==> src/hw/rtl/mmo_pkg.sv <==
// Shared types, constants and codes for the multi-motor overload monitor.
// Used by mmo_judge, the top level and the bench; depends on nothing.
package mmo_pkg;

  localparam int MOTORS    = 6;
  localparam int MOT_AW    = $clog2(MOTORS);
  localparam int PWM_W     = 10;
  localparam int CNT_W     = 8;
  localparam int CFG_IDX_W = 3;
  localparam int CFG_DAT_W = 10;
  localparam logic [7:0] OVERCURRENT_BIT = 8'h40;

  typedef enum logic [1:0] {
    FUNC_START     = 2'd0,
    FUNC_BASELINE  = 2'd1,
    FUNC_MONITOR   = 2'd2,
    FUNC_THRESHOLD = 2'd3
  } func_t;

  typedef enum logic [1:0] {
    CAUSE_NONE   = 2'd0,
    CAUSE_STATUS = 2'd1,
    CAUSE_PWM    = 2'd2
  } cause_t;

  typedef enum logic [CFG_IDX_W-1:0] {
    REG_BASE_DELTA        = 3'd0,
    REG_BASE_HITS_NEEDED  = 3'd1,
    REG_OTHER_HITS_NEEDED = 3'd2,
    REG_DEMO_MODE         = 3'd3,
    REG_BASE_MOTOR        = 3'd4,
    REG_STATUS_CHECK_ON   = 3'd5,
    REG_STATUS_FAULT_MASK = 3'd6
  } cfg_reg_t;

  typedef struct packed {
    logic [PWM_W-1:0] base_delta;
    logic [CNT_W-1:0] base_hits_needed;
    logic [CNT_W-1:0] other_hits_needed;
    logic             demo_mode;
    logic [2:0]       base_motor;
    logic             status_check_on;
    logic [7:0]       status_fault_mask;
  } cfg_t;

  typedef struct packed {
    func_t            func;
    logic [2:0]       motor;
    logic [PWM_W-1:0] pwm;
    logic             read_ok;
    logic             status_ok;
    logic [7:0]       status_bits;
    logic [7:0]       detail_bits;
    logic [PWM_W-1:0] threshold_value;
  } item_t;

  // Per-motor move state kept in the state memory.
  typedef struct packed {
    logic [PWM_W-1:0] baseline;
    logic [PWM_W-1:0] peak;
    logic [CNT_W-1:0] pwm_cnt;
    logic [CNT_W-1:0] status_cnt;
  } entry_t;

  typedef struct packed {
    logic       baseline_ready;
    logic       trip_flag;
    cause_t     trip_reason;
    logic [2:0] trip_index;
  } glob_t;

  typedef struct packed {
    logic             tripped;
    logic             trip_now;
    cause_t           trip_cause;
    logic [2:0]       trip_motor;
    logic             pwm_high;
    logic             status_fault;
    logic [PWM_W-1:0] peak_pwm;
  } result_t;

  function automatic logic [CNT_W-1:0] bump(input logic [CNT_W-1:0] c);
    bump = (c == {CNT_W{1'b1}}) ? c : c + CNT_W'(1);
  endfunction

endpackage

==> src/hw/rtl/mmo_ram.sv <==
// Generic single-write, single-read synchronous RAM with registered read data.
// Stands alone; no package needed.
module mmo_ram #(
  parameter int WIDTH = 8,
  parameter int DEPTH = 8
) (
  input  logic                                     clk,
  input  logic                                     we,
  input  logic [((DEPTH > 1) ? $clog2(DEPTH) : 1)-1:0] waddr,
  input  logic [WIDTH-1:0]                         wdata,
  input  logic                                     re,
  input  logic [((DEPTH > 1) ? $clog2(DEPTH) : 1)-1:0] raddr,
  output logic [WIDTH-1:0]                         rdata
);

  logic [WIDTH-1:0] mem [DEPTH];

  always_ff @(posedge clk) begin
    if (we) begin
      mem[waddr] <= wdata;
    end
    if (re) begin
      rdata <= mem[raddr];
    end
  end

endmodule

==> src/hw/rtl/mmo_judge.sv <==
// Per-item decision logic: judges a sample, updates the motor entry and trip state.
// Depends on mmo_pkg.
module mmo_judge (
  input  mmo_pkg::item_t               item,
  input  mmo_pkg::cfg_t                cfg,
  input  mmo_pkg::entry_t              entry,
  input  logic [mmo_pkg::PWM_W-1:0]    thr,
  input  mmo_pkg::glob_t               glob,
  output mmo_pkg::entry_t              entry_nxt,
  output mmo_pkg::glob_t               glob_nxt,
  output mmo_pkg::result_t             res
);

  logic                       motor_ok;
  logic                       is_base;
  logic [mmo_pkg::CNT_W-1:0]  needed;
  logic                       fault;
  logic                       high;
  logic [mmo_pkg::PWM_W:0]    base_sum;
  logic                       now;
  logic                       st_trip;
  logic [mmo_pkg::CNT_W-1:0]  st_cnt;
  logic [mmo_pkg::CNT_W-1:0]  pw_cnt;

  always_comb begin
    motor_ok = {1'b0, item.motor} < 4'(mmo_pkg::MOTORS);
    is_base  = item.motor == cfg.base_motor;
    needed   = is_base ? cfg.base_hits_needed : cfg.other_hits_needed;
    base_sum = {1'b0, entry.baseline} + {1'b0, cfg.base_delta};
    fault    = cfg.status_check_on && item.status_ok &&
               (((item.status_bits & cfg.status_fault_mask) != 8'd0) ||
                ((item.detail_bits & mmo_pkg::OVERCURRENT_BIT) != 8'd0));
    high     = item.read_ok &&
               (((thr != '0) && (item.pwm > thr)) ||
                (is_base && cfg.demo_mode && glob.baseline_ready &&
                 ({1'b0, item.pwm} >= base_sum) && (item.pwm > thr)));

    entry_nxt = entry;
    glob_nxt  = glob;
    now       = 1'b0;
    st_trip   = 1'b0;
    st_cnt    = mmo_pkg::bump(entry.status_cnt);
    pw_cnt    = mmo_pkg::bump(entry.pwm_cnt);

    case (item.func)
      mmo_pkg::FUNC_START: begin
        entry_nxt = '0;
        glob_nxt  = '0;
      end
      mmo_pkg::FUNC_BASELINE: begin
        if (motor_ok) begin
          if (item.read_ok) begin
            entry_nxt.baseline = item.pwm;
          end
          glob_nxt.baseline_ready = 1'b1;
        end
      end
      mmo_pkg::FUNC_MONITOR: begin
        if (motor_ok && !glob.trip_flag) begin
          if (item.read_ok && (item.pwm > entry.peak)) begin
            entry_nxt.peak = item.pwm;
          end
          if (fault) begin
            entry_nxt.status_cnt = st_cnt;
            st_trip = st_cnt >= needed;
          end else begin
            entry_nxt.status_cnt = '0;
          end
          if (st_trip) begin
            now = 1'b1;
            glob_nxt.trip_flag   = 1'b1;
            glob_nxt.trip_reason = mmo_pkg::CAUSE_STATUS;
            glob_nxt.trip_index  = item.motor;
          end else if (item.read_ok) begin
            if (high) begin
              entry_nxt.pwm_cnt = pw_cnt;
              if (pw_cnt >= needed) begin
                now = 1'b1;
                glob_nxt.trip_flag   = 1'b1;
                glob_nxt.trip_reason = mmo_pkg::CAUSE_PWM;
                glob_nxt.trip_index  = item.motor;
              end
            end else begin
              entry_nxt.pwm_cnt = '0;
            end
          end
        end
      end
      default: begin
      end
    endcase

    res.tripped      = glob_nxt.trip_flag;
    res.trip_now     = now;
    res.trip_cause   = glob_nxt.trip_reason;
    res.trip_motor   = glob_nxt.trip_index;
    res.pwm_high     = motor_ok && (item.func == mmo_pkg::FUNC_MONITOR) && high;
    res.status_fault = motor_ok && (item.func == mmo_pkg::FUNC_MONITOR) && fault;
    res.peak_pwm     = (motor_ok && (item.func != mmo_pkg::FUNC_START)) ?
                       entry_nxt.peak : '0;
  end

endmodule

==> src/hw/rtl/multi_motor_overload_monitor_unit.sv <==
// Top level of the multi-motor overload monitor: stream ports, state memories,
// forwarding and output register. Depends on mmo_pkg, mmo_ram and mmo_judge.
//
// The block takes one item per clock while not stalled and returns one result item
// for each, via the stage-one and output registers. Per-motor state lives in two
// small synchronous memories read in the cycle of acceptance; the item is judged
// and, once the output is free, its entry is written back and the output register
// loaded. Per-memory one-entry forwarding registers cover back-to-back items on
// the same motor. A start item clears the move state of all motors at once through
// per-motor valid bits; thresholds survive it and are cleared only by reset.
// Configuration writes take effect at once and belong to idle periods.
module multi_motor_overload_monitor_unit (
  input  logic                            clk,
  input  logic                            rst_n,
  input  logic                            in_tvalid,
  output logic                            in_tready,
  // tdata: motor[2:0], pwm[12:3], read_ok[13], status_ok[14], status_bits[22:15],
  //        detail_bits[30:23], threshold_value[40:31], zero fill[47:41]
  input  logic [47:0]                     in_tdata,
  // tuser: func[1:0]
  input  logic [1:0]                      in_tuser,
  output logic                            out_tvalid,
  input  logic                            out_tready,
  // tdata: tripped[0], trip_now[1], trip_cause[3:2], trip_motor[6:4], pwm_high[7],
  //        status_fault[8], peak_pwm[18:9], zero fill[23:19]
  output logic [23:0]                     out_tdata,
  input  logic                            cfg_wr_en,
  input  logic [mmo_pkg::CFG_IDX_W-1:0]   cfg_index,
  input  logic [mmo_pkg::CFG_DAT_W-1:0]   cfg_wdata
);

  localparam int EW = $bits(mmo_pkg::entry_t);

  mmo_pkg::cfg_t    cfg_r;
  mmo_pkg::glob_t   glob_r;
  mmo_pkg::glob_t   glob_nxt;
  mmo_pkg::item_t   in_item;
  mmo_pkg::item_t   s1_item_r;
  logic             s1_valid_r;
  logic             s1_fire;
  logic             in_fire;
  logic             out_free;
  logic             s1_motor_ok;
  logic [mmo_pkg::MOT_AW-1:0] s1_addr;

  logic [mmo_pkg::MOTORS-1:0] ent_valid_r;
  logic [mmo_pkg::MOTORS-1:0] thr_valid_r;
  logic                       ent_fwd_valid_r;
  logic [mmo_pkg::MOT_AW-1:0] ent_fwd_addr_r;
  mmo_pkg::entry_t            ent_fwd_data_r;
  logic                       thr_fwd_valid_r;
  logic [mmo_pkg::MOT_AW-1:0] thr_fwd_addr_r;
  logic [mmo_pkg::PWM_W-1:0]  thr_fwd_data_r;

  logic [EW-1:0]              ent_rdata;
  logic [mmo_pkg::PWM_W-1:0]  thr_rdata;
  mmo_pkg::entry_t            ent_cur;
  mmo_pkg::entry_t            ent_nxt;
  logic [mmo_pkg::PWM_W-1:0]  thr_cur;
  logic                       ent_we;
  logic                       thr_we;
  mmo_pkg::result_t           res;
  mmo_pkg::result_t           out_r;
  logic                       out_valid_r;

  assign in_item.func            = mmo_pkg::func_t'(in_tuser);
  assign in_item.motor           = in_tdata[2:0];
  assign in_item.pwm             = in_tdata[12:3];
  assign in_item.read_ok         = in_tdata[13];
  assign in_item.status_ok       = in_tdata[14];
  assign in_item.status_bits     = in_tdata[22:15];
  assign in_item.detail_bits     = in_tdata[30:23];
  assign in_item.threshold_value = in_tdata[40:31];

  assign out_free  = !out_valid_r || out_tready;
  assign s1_fire   = s1_valid_r && out_free;
  assign in_tready = !s1_valid_r || out_free;
  assign in_fire   = in_tvalid && in_tready;

  assign s1_motor_ok = {1'b0, s1_item_r.motor} < 4'(mmo_pkg::MOTORS);
  assign s1_addr     = s1_item_r.motor[mmo_pkg::MOT_AW-1:0];

  always_comb begin
    if (ent_fwd_valid_r && (ent_fwd_addr_r == s1_addr)) begin
      ent_cur = ent_fwd_data_r;
    end else if (s1_motor_ok && ent_valid_r[s1_addr]) begin
      ent_cur = mmo_pkg::entry_t'(ent_rdata);
    end else begin
      ent_cur = '0;
    end
    if (thr_fwd_valid_r && (thr_fwd_addr_r == s1_addr)) begin
      thr_cur = thr_fwd_data_r;
    end else if (s1_motor_ok && thr_valid_r[s1_addr]) begin
      thr_cur = thr_rdata;
    end else begin
      thr_cur = '0;
    end
  end

  assign ent_we = s1_fire && s1_motor_ok &&
                  ((s1_item_r.func == mmo_pkg::FUNC_BASELINE) ||
                   (s1_item_r.func == mmo_pkg::FUNC_MONITOR));
  assign thr_we = s1_fire && s1_motor_ok && (s1_item_r.func == mmo_pkg::FUNC_THRESHOLD);

  mmo_ram #(.WIDTH(EW), .DEPTH(mmo_pkg::MOTORS)) u_ent_ram (
    .clk   (clk),
    .we    (ent_we),
    .waddr (s1_addr),
    .wdata (ent_nxt),
    .re    (in_fire),
    .raddr (in_item.motor[mmo_pkg::MOT_AW-1:0]),
    .rdata (ent_rdata)
  );

  mmo_ram #(.WIDTH(mmo_pkg::PWM_W), .DEPTH(mmo_pkg::MOTORS)) u_thr_ram (
    .clk   (clk),
    .we    (thr_we),
    .waddr (s1_addr),
    .wdata (s1_item_r.threshold_value),
    .re    (in_fire),
    .raddr (in_item.motor[mmo_pkg::MOT_AW-1:0]),
    .rdata (thr_rdata)
  );

  mmo_judge u_judge (
    .item      (s1_item_r),
    .cfg       (cfg_r),
    .entry     (ent_cur),
    .thr       (thr_cur),
    .glob      (glob_r),
    .entry_nxt (ent_nxt),
    .glob_nxt  (glob_nxt),
    .res       (res)
  );

  always_ff @(posedge clk) begin
    if (!rst_n) begin
      cfg_r.base_delta        <= '0;
      cfg_r.base_hits_needed  <= 8'd3;
      cfg_r.other_hits_needed <= 8'd3;
      cfg_r.demo_mode         <= 1'b0;
      cfg_r.base_motor        <= 3'd0;
      cfg_r.status_check_on   <= 1'b1;
      cfg_r.status_fault_mask <= 8'h50;
    end else if (cfg_wr_en) begin
      case (mmo_pkg::cfg_reg_t'(cfg_index))
        mmo_pkg::REG_BASE_DELTA:        cfg_r.base_delta        <= cfg_wdata;
        mmo_pkg::REG_BASE_HITS_NEEDED:  cfg_r.base_hits_needed  <= cfg_wdata[7:0];
        mmo_pkg::REG_OTHER_HITS_NEEDED: cfg_r.other_hits_needed <= cfg_wdata[7:0];
        mmo_pkg::REG_DEMO_MODE:         cfg_r.demo_mode         <= cfg_wdata[0];
        mmo_pkg::REG_BASE_MOTOR:        cfg_r.base_motor        <= cfg_wdata[2:0];
        mmo_pkg::REG_STATUS_CHECK_ON:   cfg_r.status_check_on   <= cfg_wdata[0];
        mmo_pkg::REG_STATUS_FAULT_MASK: cfg_r.status_fault_mask <= cfg_wdata[7:0];
        default: begin
        end
      endcase
    end
  end

  always_ff @(posedge clk) begin
    if (!rst_n) begin
      s1_valid_r      <= 1'b0;
      out_valid_r     <= 1'b0;
      glob_r          <= '0;
      ent_valid_r     <= '0;
      thr_valid_r     <= '0;
      ent_fwd_valid_r <= 1'b0;
      thr_fwd_valid_r <= 1'b0;
    end else begin
      if (in_tready) begin
        s1_valid_r <= in_tvalid;
      end
      if (out_free) begin
        out_valid_r <= s1_valid_r;
      end
      if (s1_fire) begin
        glob_r <= glob_nxt;
        if (s1_item_r.func == mmo_pkg::FUNC_START) begin
          ent_valid_r     <= '0;
          ent_fwd_valid_r <= 1'b0;
        end
      end
      if (ent_we) begin
        ent_valid_r[s1_addr] <= 1'b1;
        ent_fwd_valid_r      <= 1'b1;
      end
      if (thr_we) begin
        thr_valid_r[s1_addr] <= 1'b1;
        thr_fwd_valid_r      <= 1'b1;
      end
    end
  end

  always_ff @(posedge clk) begin
    if (in_fire) begin
      s1_item_r <= in_item;
    end
    if (s1_fire) begin
      out_r <= res;
    end
    if (ent_we) begin
      ent_fwd_addr_r <= s1_addr;
      ent_fwd_data_r <= ent_nxt;
    end
    if (thr_we) begin
      thr_fwd_addr_r <= s1_addr;
      thr_fwd_data_r <= s1_item_r.threshold_value;
    end
  end

  assign out_tvalid = out_valid_r;
  assign out_tdata  = {5'd0, out_r.peak_pwm, out_r.status_fault, out_r.pwm_high,
                       out_r.trip_motor, out_r.trip_cause, out_r.trip_now, out_r.tripped};

  a_now_implies_tripped: assert property (@(posedge clk) disable iff (!rst_n)
    out_valid_r && out_r.trip_now |-> out_r.tripped)
    else $error("trip_now without sticky trip");

  a_trip_rises_on_monitor: assert property (@(posedge clk) disable iff (!rst_n)
    $rose(glob_r.trip_flag) |-> $past(s1_fire && (s1_item_r.func == mmo_pkg::FUNC_MONITOR)))
    else $error("trip flag set by a non-monitor item");

  a_stall_only_when_full: assert property (@(posedge clk) disable iff (!rst_n)
    !in_tready |-> s1_valid_r && out_valid_r && !out_tready)
    else $error("input stalled without a full pipeline");

  a_start_clears_state: assert property (@(posedge clk) disable iff (!rst_n)
    s1_fire && (s1_item_r.func == mmo_pkg::FUNC_START) |=>
      (ent_valid_r == '0) && !glob_r.trip_flag && !glob_r.baseline_ready)
    else $error("start item did not clear move state");

endmodule

==> config.mk <==
export PLATFORM = sky130hd
export DESIGN_NAME = multi_motor_overload_monitor_unit
export DESIGN_NICKNAME = d
export VERILOG_FILES = /design/src/hw/rtl/mmo_pkg.sv /design/src/hw/rtl/mmo_ram.sv /design/src/hw/rtl/mmo_judge.sv /design/src/hw/rtl/multi_motor_overload_monitor_unit.sv
export SDC_FILE = /design/constraint.sdc
export NUM_CORES = 1
export LEC_CHECK = 0
export BUFFER_PORTS_ARGS = -buffer_cell sky130_fd_sc_hd__buf_2
export CAP_MARGIN = 0
export CORE_MARGIN = 1
export CORE_UTILIZATION = 55
export CTS_BUF_LIST = sky130_fd_sc_hd__clkbuf_4 sky130_fd_sc_hd__clkbuf_8
export DETAILED_ROUTE_END_ITERATION = 10
export PLACE_DENSITY = 0.72
export SLEW_MARGIN = 20
export SYNTH_ARGS = -nofsm -noshare
export SYNTH_HDL_FRONTEND = slang
export SYNTH_HIERARCHICAL = 1
export SYNTH_SLANG_ARGS = --single-unit
==> constraint.sdc <==
create_clock -name clk -period 6.5 [get_ports clk]
set_clock_uncertainty 0.05 [all_clocks]
set_input_delay 0 -clock clk [delete_from_list [all_inputs] [get_ports clk]]
set_output_delay 0 -clock clk [all_outputs]
set_load 0.005 [all_outputs]
==> results of run 1 <==
[sequential cells by signal (all words and copies together) (netlist names)]
register and cells:
s1_item_r 33, thr_fwd_addr_r 3, ent_valid_r 6, thr_fwd_valid_r 1, out_tvalid 1, u_ent_ram/mem 216
ent_fwd_valid_r 1, thr_fwd_data_r 10, out_tdata 19, u_thr_ram/mem 60, glob_r 7, s1_addr 3
u_ent_ram/rdata 36, thr_valid_r 6, s1_valid_r 1, cfg_r 39, ent_fwd_data_r 36, ent_fwd_addr_r 3
u_thr_ram/rdata 10
[worst max path at each step]
stage / slack (ns) / end / cells after the start / from
after floorplan: 1.40 / u_ent_ram/mem[1][0] / 4 / s1_addr[1]
after CTS: 0.68 / ent_fwd_data_r[8] / 20 / s1_addr[0]
final: 0.61 / u_ent_ram/mem[3][8] / 20 / s1_addr[0]
after detailed placement: 0.78 / u_ent_ram/mem[1][8] / 20 / s1_addr[0]
after global routing: 0.32 / u_ent_ram/mem[3][8] / 20 / s1_addr[0]
after global placement: 0.90 / u_ent_ram/mem[3][8] / 20 / s1_addr[0]
[stage by stage]
step / util / power [W] / cell area, sq um / hold WS, ns / instances
after floorplan: - / 0.00383 / 21800 / 0.0489 / 1508
after global placement: 0.578 / 0.00394 / 22400 / 0.127 / 2047
after detailed placement: 0.578 / 0.00395 / 22400 / 0.128 / 2047
after CTS: 0.644 / 0.00650 / 25000 / 0.0891 / 2293
after global routing: 0.644 / 0.00669 / 25000 / 0.124 / 2293
final: 0.644 / 0.00647 / 25000 / 0.128 / 2293
[cells in the final DEF (no fill, tap or decap), types with 14 or more instances in the layout]
master / count
edfxtp_1: 429
mux2i_1: 150
a22o_1: 142
nand2_1: 133
dlygate4sd3_1: 106
clkbuf_8: 81
buf_2: 73
dfxtp_1: 62
ha_1: 60
a21oi_2: 37
a21oi_1: 37
inv_1: 36
a21boi_1: 36
nor2_1: 34
nand3_1: 29
buf_4: 24
clkinv_1: 22
clkbuf_4: 21
o21ai_0: 21
nand2b_1: 19
xnor2_1: 15
and2_1: 14
[power breakdown]
part | switching, W | internal [W]
Sequential | 0.0000456 | 0.00349
Combinational | 0.000236 | 0.000169
Clock | 0.00120 | 0.00133
[worst max-delay path, cell delays in order (launching register included)]
cell and delay, ns:
edfxtp_1 0.65, xnor2_1 0.24, and4_4 0.32, a21oi_4 0.50, a22o_1 0.25, ha_1 0.23
a21o_1 0.16, a21oi_1 0.24, o21bai_1 0.12, a21oi_1 0.24, o21ai_0 0.22, o311a_1 0.39
ha_1 0.29, o21a_1 0.11, o221a_2 0.21, o211ai_4 0.08, o21a_4 0.27, nor3_2 0.14
buf_4 0.20, nand4_1 0.11, a31oi_1 0.53
[final cells by class]
cell class,count,area [sq um],area share
sequential,491,14100,0.565
multi-input combinational,903,6960,0.278
timing repair buffer,204,1620,0.0647
clock buffer,102,1270,0.0509
tap,518,648,0.0259
clock inverter,38,235,0.00941
inverter,37,139,0.00556
[routing by layer]
layer / routed length (microns) / up-vias / GRT usage
met1: 21600 / 6635 / 0.339
met3: 3440 / 103 / 0.0492
li1: - / 6223 / -
met2: 23000 / 527 / 0.392
met5: 0 / - / 0
met4: 1350 / 0 / 0.0886
[repair_timing]
action                                 in CTS  in global routing
setup endpoints to repair                   0                  0
endpoints found under the hold margin     125                  0
hold buffers                              106                  0
==> results.yml, run 1 <==
route:
  drc: 0
  drt_iter0_markers: 947
  wl_microns: 49400
  drt_pass1_iterations: 5
  viasPerCell: 5.88
  wire_per_inst_microns: 21.6
  vias: 13488
  ant_nets: 0
clocking:
  cts.path.max_buffers: 3
  h-tree-depth: 3
  cts_setup_buffers: 0
  cts_tree: "built"
  worst_skew_pair.late_latency_ns: 0.66
  cts_made_buffers: 79
  cts_resized: 0
  root_buffer: "clkbuf_8"
  clkTransAtPathRegs_ns: 0.06
  cts.sinks: 491
worst_hold_path:
  hold_start: "in_tdata[1]"
  min_to: "s1_addr[1]"
  holdPathStages: 2
  hold_path.class: "in2reg"
setup_path:
  endpoint_kind: "register"
  ff2ff_setup_slack_ns: 0.61
  worstPathArrival_ns: 6.17
  setup.worst_path.class: "reg2reg"
  crit-reg2reg-launch: "s1_addr[0]"
  ff2ff_path_depth: 20
  required_ns: 6.78
  reg2reg_to: "u_ent_ram/mem[3][8]"
  cp_max_fo: 16
  worstSetupStartpointType: "register"
grt:
  grt_pass1_vias: 13298
  grt_antenna_before_repair: 0
  grt_usage: 0.247
  overflow: 0
  grt_max_degree: 85
  grt_first_pass_wirelength_microns: 75800
sta:
  fmax_mhz: 170
  finalHoldViolCount: 0
  finalWorstSetupSlack_ns: 0.614
  post-route-period-util: 0.906
  relSlewSlack: 0.261
  rsz0062_at_grt: "no"
  setup_tns_ns: 0
  slew_violations: 0
  setup_violations: 0
  fin_crit_ns: 5.89
  worst_slew_pin_slew_ns: 1.11
yosys:
  avgSynthCellArea_sq_um: 14.5
  syn_inst: 1504
  ys_warn_count: 6
  synth_area_sq_um: 21700
finish:
  syn_to_final_growth_pct: 15.0
  fill_cells: 2790
  nNetsFinal: 1845
  drive_gt1_frac: 0.165
  antennaDiodeCount: 0
floorplanning:
  start_util: 0.560
  coreArea_sq_um: 38800
  dieArea_sq_um: 40300
  die_w_microns: 201
  io_pins: 94
  fp.dieH_microns: 201
  num_rows: 72
power:
  peakVddDrop_uv: 175
  power_density_nw_per_um2: 259
  p_leak_nw: 9.31
placement:
  dp_hpwl_microns: 28700
  port_buffers: 74
  gp_congestion: 0.878
  dp_slack_ns: 0.779
outcome:
  run_status: "finished, final reports clean"
flow_run:
  cap_violations: 0
Power figures use the tool's default switching activity.
==> inputs of run 2 (changes only) <==
REMOVE_ABC_BUFFERS = 1   (was default)
==> run 2 against run 1 <==
Compared with the run above:
- maximum frequency down 4.3%
- total power up 4.1%
- die area unchanged
- routed wire length up 1.9%
- global-route usage up 0.65 points
- final area up 0.52%
- combinational power about the same
- first-iteration DRC count up 7.7%
- sequential power about the same
- cell count down 0.31%
- critical endpoint is now u_ent_ram/mem[0][8]
- largest cell class unchanged
==> results.yml, run 2 (same netlist as run 1, synthesis figures left out) <==
outcome:
  run_status: "finished, final reports clean"
clocking:
  worst_skew_pair.late_latency_ns: 0.63
  cts_tree: "built"
  root_buffer: "clkbuf_8"
  cts_made_buffers: 78
  clkTransAtPathRegs_ns: 0.06
  cts_resized: 0
  h-tree-depth: 3
  cts.path.max_buffers: 3
  cts.sinks: 491
worst_hold_path:
  hold_path.class: "in2reg"
setup_path:
  worstSetupStartpointType: "register"
  endpoint_kind: "register"
  setup.worst_path.class: "reg2reg"
  max_stage_delay_ns: 0.60
  crit_path_cell_trace: "xnor2_1 -> and4_4 -> a21oi_4 -> a22o_1 -> ha_1 -> a21o_1 -> a21oi_1 -> o21bai_1 -> a21oi_1 -> o21ai_0 -> o311a_1 -> ha_1 -> o21a_1 -> o221a_2 -> o211ai_4 -> o21a_4 -> nor3_2 -> a31oi_1 -> a31oi_1"
  required_ns: 6.78
  worstPathArrival_ns: 6.43
  cp_max_fo: 21
  cp_slowest_cell: "a21oi_4"
floorplanning:
  coreArea_sq_um: 38800
  io_pins: 94
  die_w_microns: 201
  start_util: 0.560
  dieArea_sq_um: 40300
  fp.dieH_microns: 201
  num_rows: 72
placement:
  dp_hpwl_microns: 29100
  port_buffers: 74
  gp_congestion: 0.868
  dp_slack_ns: 0.551
  dp_cells: 2047
grt:
  grt_max_degree: 63
  overflow: 0
  grt_pass1_vias: 13674
  grt_first_pass_wirelength_microns: 78000
  grt_antenna_before_repair: 1
  grt_usage: 0.253
sta:
  fmax_mhz: 163
  slew_violations: 0
  finalHoldViolCount: 0
  post-route-period-util: 0.946
  worst_slew_pin_slew_ns: 1.13
  setup_violations: 0
  finalWorstSetupSlack_ns: 0.349
  fin_crit_ns: 6.15
  setup_tns_ns: 0
  relSlewSlack: 0.243
  rsz0062_at_grt: "no"
power:
  power_w: 0.00673
  power_density_nw_per_um2: 268
  p_leak_nw: 9.36
  peakVddDrop_uv: 218
finish:
  reg_top3: "u_ent_ram/mem x216, u_thr_ram/mem x60, cfg_r x39"
  nNetsFinal: 1835
  drive_gt1_frac: 0.177
  final_common_cell: "edfxtp_1"
  antennaDiodeCount: 0
  fin_cells: 2286
  top_register: "u_ent_ram/mem"
  final_cell_mix: "edfxtp_1 (429), mux2i_1 (150), a22o_1 (142), nand2_1 (133), dlygate4sd3_1 (96)"
  syn_to_final_growth_pct: 15.5
  largest_reg_flops: 216
route:
  drc: 0
  wire_per_inst_microns: 22.0
  vias: 13563
  wl_microns: 50400
  viasPerCell: 5.93
  drt_pass1_iterations: 7
  ant_nets: 0
  drt_iter0_markers: 1020
flow_run:
  cap_violations: 0
==> run 2: cell types whose count changed in the layout (fill, tap and decap cells not counted), moves of 2 or more <==
cell	change
bufinv_16	+5
nor3_2	-2
nor2_1	-2
buf_12	+2
nor3_4	+2
clkinv_8	-2
buf_4	-2
clkinv_2	-2
nor2_2	+2
clkinv_1	-15
dlygate4sd3_1	-10
clkbuf_4	+16
==> run 2: area by class of cell <==
type                            count  area, sq um
Timing Repair Buffer              195         1560
Sequential cell                   491        14100
Fill cell                        2771        13700
Clock inverter                     25          297
Clock buffer                      117         1380
Inverter                           37          139
Multi-Input combinational cell    903         6980
Tap cell                          518          648
==> run 2: power breakdown <==
group	leakage [nW]	total (W)	switching, W	internal (W)
Clock	0.887	0.00280	0.00119	0.00161
Sequential	4.55	0.00353	0.0000425	0.00349
Combinational	3.93	0.000404	0.000238	0.000166
Total	9.36	0.00673	0.00147	0.00526
==> run 2: routing by layer <==
metal,GRT usage,vias to the layer above,part of all wire
met5,0,-,0
met4,0.0848,0,0.023
met3,0.0442,83,0.054
met2,0.420,435,0.49
met1,0.339,6842,0.43
li1,-,6203,-
==> run 2: path summary, 6_finish.rpt <==
kind / start / endpoint / slack, ns / cells past startpoint
max: s1_addr[1] / u_ent_ram/mem[0][8] / 0.35 / 19
min: in_tdata[0] / u_ent_ram/rdata[3] / 0.03 / 3
max reg2reg: s1_addr[1] / u_ent_ram/mem[0][8] / 0.35 / 19
min reg2reg: thr_valid_r[2] / thr_valid_r[2] / 0.40 / 2
==> run 2: critical path, delay by kind of cell, from the launching register on <==
kind / cells / cell delay (ns)
compound gates: 14 / 3.55
xor+xnor: 1 / 0.22
fa+ha+maj: 2 / 0.53
flops: 1 / 0.59
simple gates: 2 / 0.91
==> run 2: what timing repair did <==
action	in CTS	in global routing
hold buffers	96	0
hold endpoints to repair	110	0
setup buffers	0	0
==> run 2: stage by stage <==
stage / hold slack, ns / cell area, sq um / utilization
6_report: 0.0337 / 25100 / 0.647
3_5_place_dp: 0.128 / 22500 / 0.578
4_1_cts: 0.00117 / 25100 / 0.646
2_1_floorplan: 0.0119 / 21200 / -
5_1_grt: 0.0238 / 25100 / 0.647
3_3_place_gp: 0.126 / 22500 / 0.578
==> inputs of run 3 (changes only) <==
PLACE_DENSITY = 0.75   (was 0.72)
clock period = 5.04 ns   (was 6.5 ns; I/O delays follow)
==> run 3 against run 2 <==
Compared with the run above:
- global-route usage rose by 0.46 points
- via count up 2.0%
- final area rose by 1.1%
- non-clock buffer count grew 38
- first-iteration DRC count increased by 25%
- sequential share of layout area fell by 0.59 points
- cell count rose by 1.7%
==> results.yml, run 3 (same netlist as run 1, synthesis figures left out) <==
power:
  power_w: 0.00839
  peakVddDrop_uv: 248
  p_leak_nw: 9.50
  power_density_nw_per_um2: 331
setup_path:
  endpoint_kind: "register"
  required_ns: 5.36
  crit-reg2reg-launch: "s1_addr[0]"
  crit_start: "s1_addr[0]"
  setup.worst_path.class: "reg2reg"
  ff2ff_path_depth: 24
  worstSetupStartpointType: "register"
  cp_max_fo: 10
  worstPathArrival_ns: 5.33
route:
  drt_iter0_markers: 1280
  drt_pass1_iterations: 6
  drc: 0
  wire_per_inst_microns: 22.6
  viasPerCell: 5.95
  ant_nets: 0
  wl_microns: 52600
  vias: 13840
clocking:
  clkTransAtPathRegs_ns: 0.06
  cts_made_buffers: 78
  cts.path.max_buffers: 3
  h-tree-depth: 3
  root_buffer: "clkbuf_8"
  worst_skew_pair.late_latency_ns: 0.65
  cts_tree: "built"
  cts.sinks: 491
worst_hold_path:
  hold_path.class: "in2reg"
  holdPathStages: 2
  hold_start: "in_tdata[14]"
placement:
  gp_congestion: 0.934
  dp_cells: 2085
  dp_hpwl_microns: 30600
  placed_cell_area_sq_um: 22700
  port_buffers: 74
finish:
  finalInstanceArea_sq_um: 25400
  largest_reg_flops: 216
  final_cell_mix: "edfxtp_1 (429), mux2i_1 (150), a22o_1 (141), nand2_1 (131), dlygate4sd3_1 (85)"
  antennaDiodeCount: 0
  syn_to_final_growth_pct: 16.8
  fin_util: 0.654
  drive_gt1_frac: 0.204
  fin_cells: 2325
  final_common_cell: "edfxtp_1"
  nNetsFinal: 1874
  fill_cells: 2691
  reg_top3: "u_ent_ram/mem x216, u_thr_ram/mem x60, cfg_r x39"
  top_register: "u_ent_ram/mem"
floorplanning:
  io_pins: 94
  die_w_microns: 201
  start_util: 0.560
  fp.dieH_microns: 201
  num_rows: 72
  coreArea_sq_um: 38800
  dieArea_sq_um: 40300
grt:
  grt_usage: 0.258
  grt_antenna_before_repair: 0
  overflow: 0
  grt_pass1_vias: 13916
  grt_first_pass_wirelength_microns: 78600
  grt_max_degree: 74
sta:
  worst_slew_pin_slew_ns: 1.18
  finalHoldViolCount: 0
  relSlewSlack: 0.209
  slew_violations: 0
  fin_crit_ns: 5.01
  setup_violations: 0
  setup_tns_ns: 0
  rsz0062_at_grt: "yes"
  fmax_mhz: 200
  post-route-period-util: 0.994
flow_run:
  cap_violations: 0
outcome:
  run_status: "finished, final reports clean"
## run 3: cell types whose count changed in the layout (fill, tap and decap cells not counted), moves of 5 or more
cell / previous run / this run
clkinv_1: 7 / 24
ha_1: 60 / 55
clkbuf_4: 37 / 26
a21oi_1: 37 / 31
dlygate4sd3_1: 96 / 85
buf_4: 22 / 68
a21oi_2: 37 / 44
bufinv_16: 6 / 1
o21ai_0: 21 / 13
o21ai_1: 7 / 13
## run 3: layout make-up
type | instances | area (sq um) | share of cell area
flip-flops and latches | 491 | 14100 | 0.556
multi-input cells | 904 | 7120 | 0.280
repair buffers | 233 | 1840 | 0.0725
clock buffers | 106 | 1300 | 0.0510
well taps | 518 | 648 | 0.0255
clock inverters | 36 | 229 | 0.00902
inverters | 37 | 139 | 0.00547
## run 3: final timing paths
| check | endpoint | slack, ns |
|---|---|---|
| setup reg to reg | out_tdata[4] | 0.03 |
| hold / removal | s1_item_r[26] | 0.04 |
| hold reg to reg | thr_valid_r[5] | 0.40 |
| setup / recovery | out_tdata[4] | 0.03 |
## run 3: what timing repair did
| action | in CTS | in global routing |
|---|---|---|
| setup endpoints to repair | 8 | 69 |
| gates resized for setup | 0 | 44 |
| cloned | 0 | 2 |
| pin swaps | 1 | 24 |
| hold buffers | 85 | 0 |
| hold endpoints to repair | 89 | 0 |
| buffers inserted | 1 | 10 |
## run 3: per-layer routing
metal  GRT usage  share of wire  up-vias
met1       0.329           0.41     6894
li1            -              -     6283
met3      0.0482          0.068      108
met2       0.441           0.50      555
met4      0.0908          0.024        0
met5           0              0        -
## run 3: worst max-delay path: stages, from the launching register on
cell and delay, ns:
edfxtp_1 0.53, xnor2_1 0.20, and4_4 0.29, buf_12 0.15, a22o_1 0.17, ha_2 0.20
inv_2 0.04, fa_2 0.39, nor2b_2 0.17, o2111ai_2 0.16, nand2_1 0.11, o21ai_1 0.07
nand2b_1 0.10, a21oi_2 0.07, xor2_1 0.15, ha_2 0.32, o21a_1 0.14, o221a_4 0.19
o211ai_4 0.08, o21a_4 0.24, nor4_4 0.25, buf_4 0.19, buf_6 0.12, a211oi_2 0.05
a221o_1 0.30
## run 3: per-stage QoR
stage | setup WS [ns] | hold WS [ns]
2_1_floorplan | -0.659 | 0.0119
3_3_place_gp | 0.0576 | 0.127
3_5_place_dp | -0.0495 | 0.128
4_1_cts | 0.0350 | 0.00234
5_1_grt | -0.116 | 0.00738
6_report | 0.0301 | 0.0370
## run 3: where the power goes
| part | total [W] | switching [W] | internal, W | leakage (nW) |
|---|---|---|---|---|
| Sequential | 0.00455 | 0.0000529 | 0.00450 | 4.55 |
| Clock | 0.00330 | 0.00156 | 0.00174 | 0.792 |
| Combinational | 0.000546 | 0.000323 | 0.000223 | 4.16 |
| Total | 0.00839 | 0.00194 | 0.00646 | 9.50 |
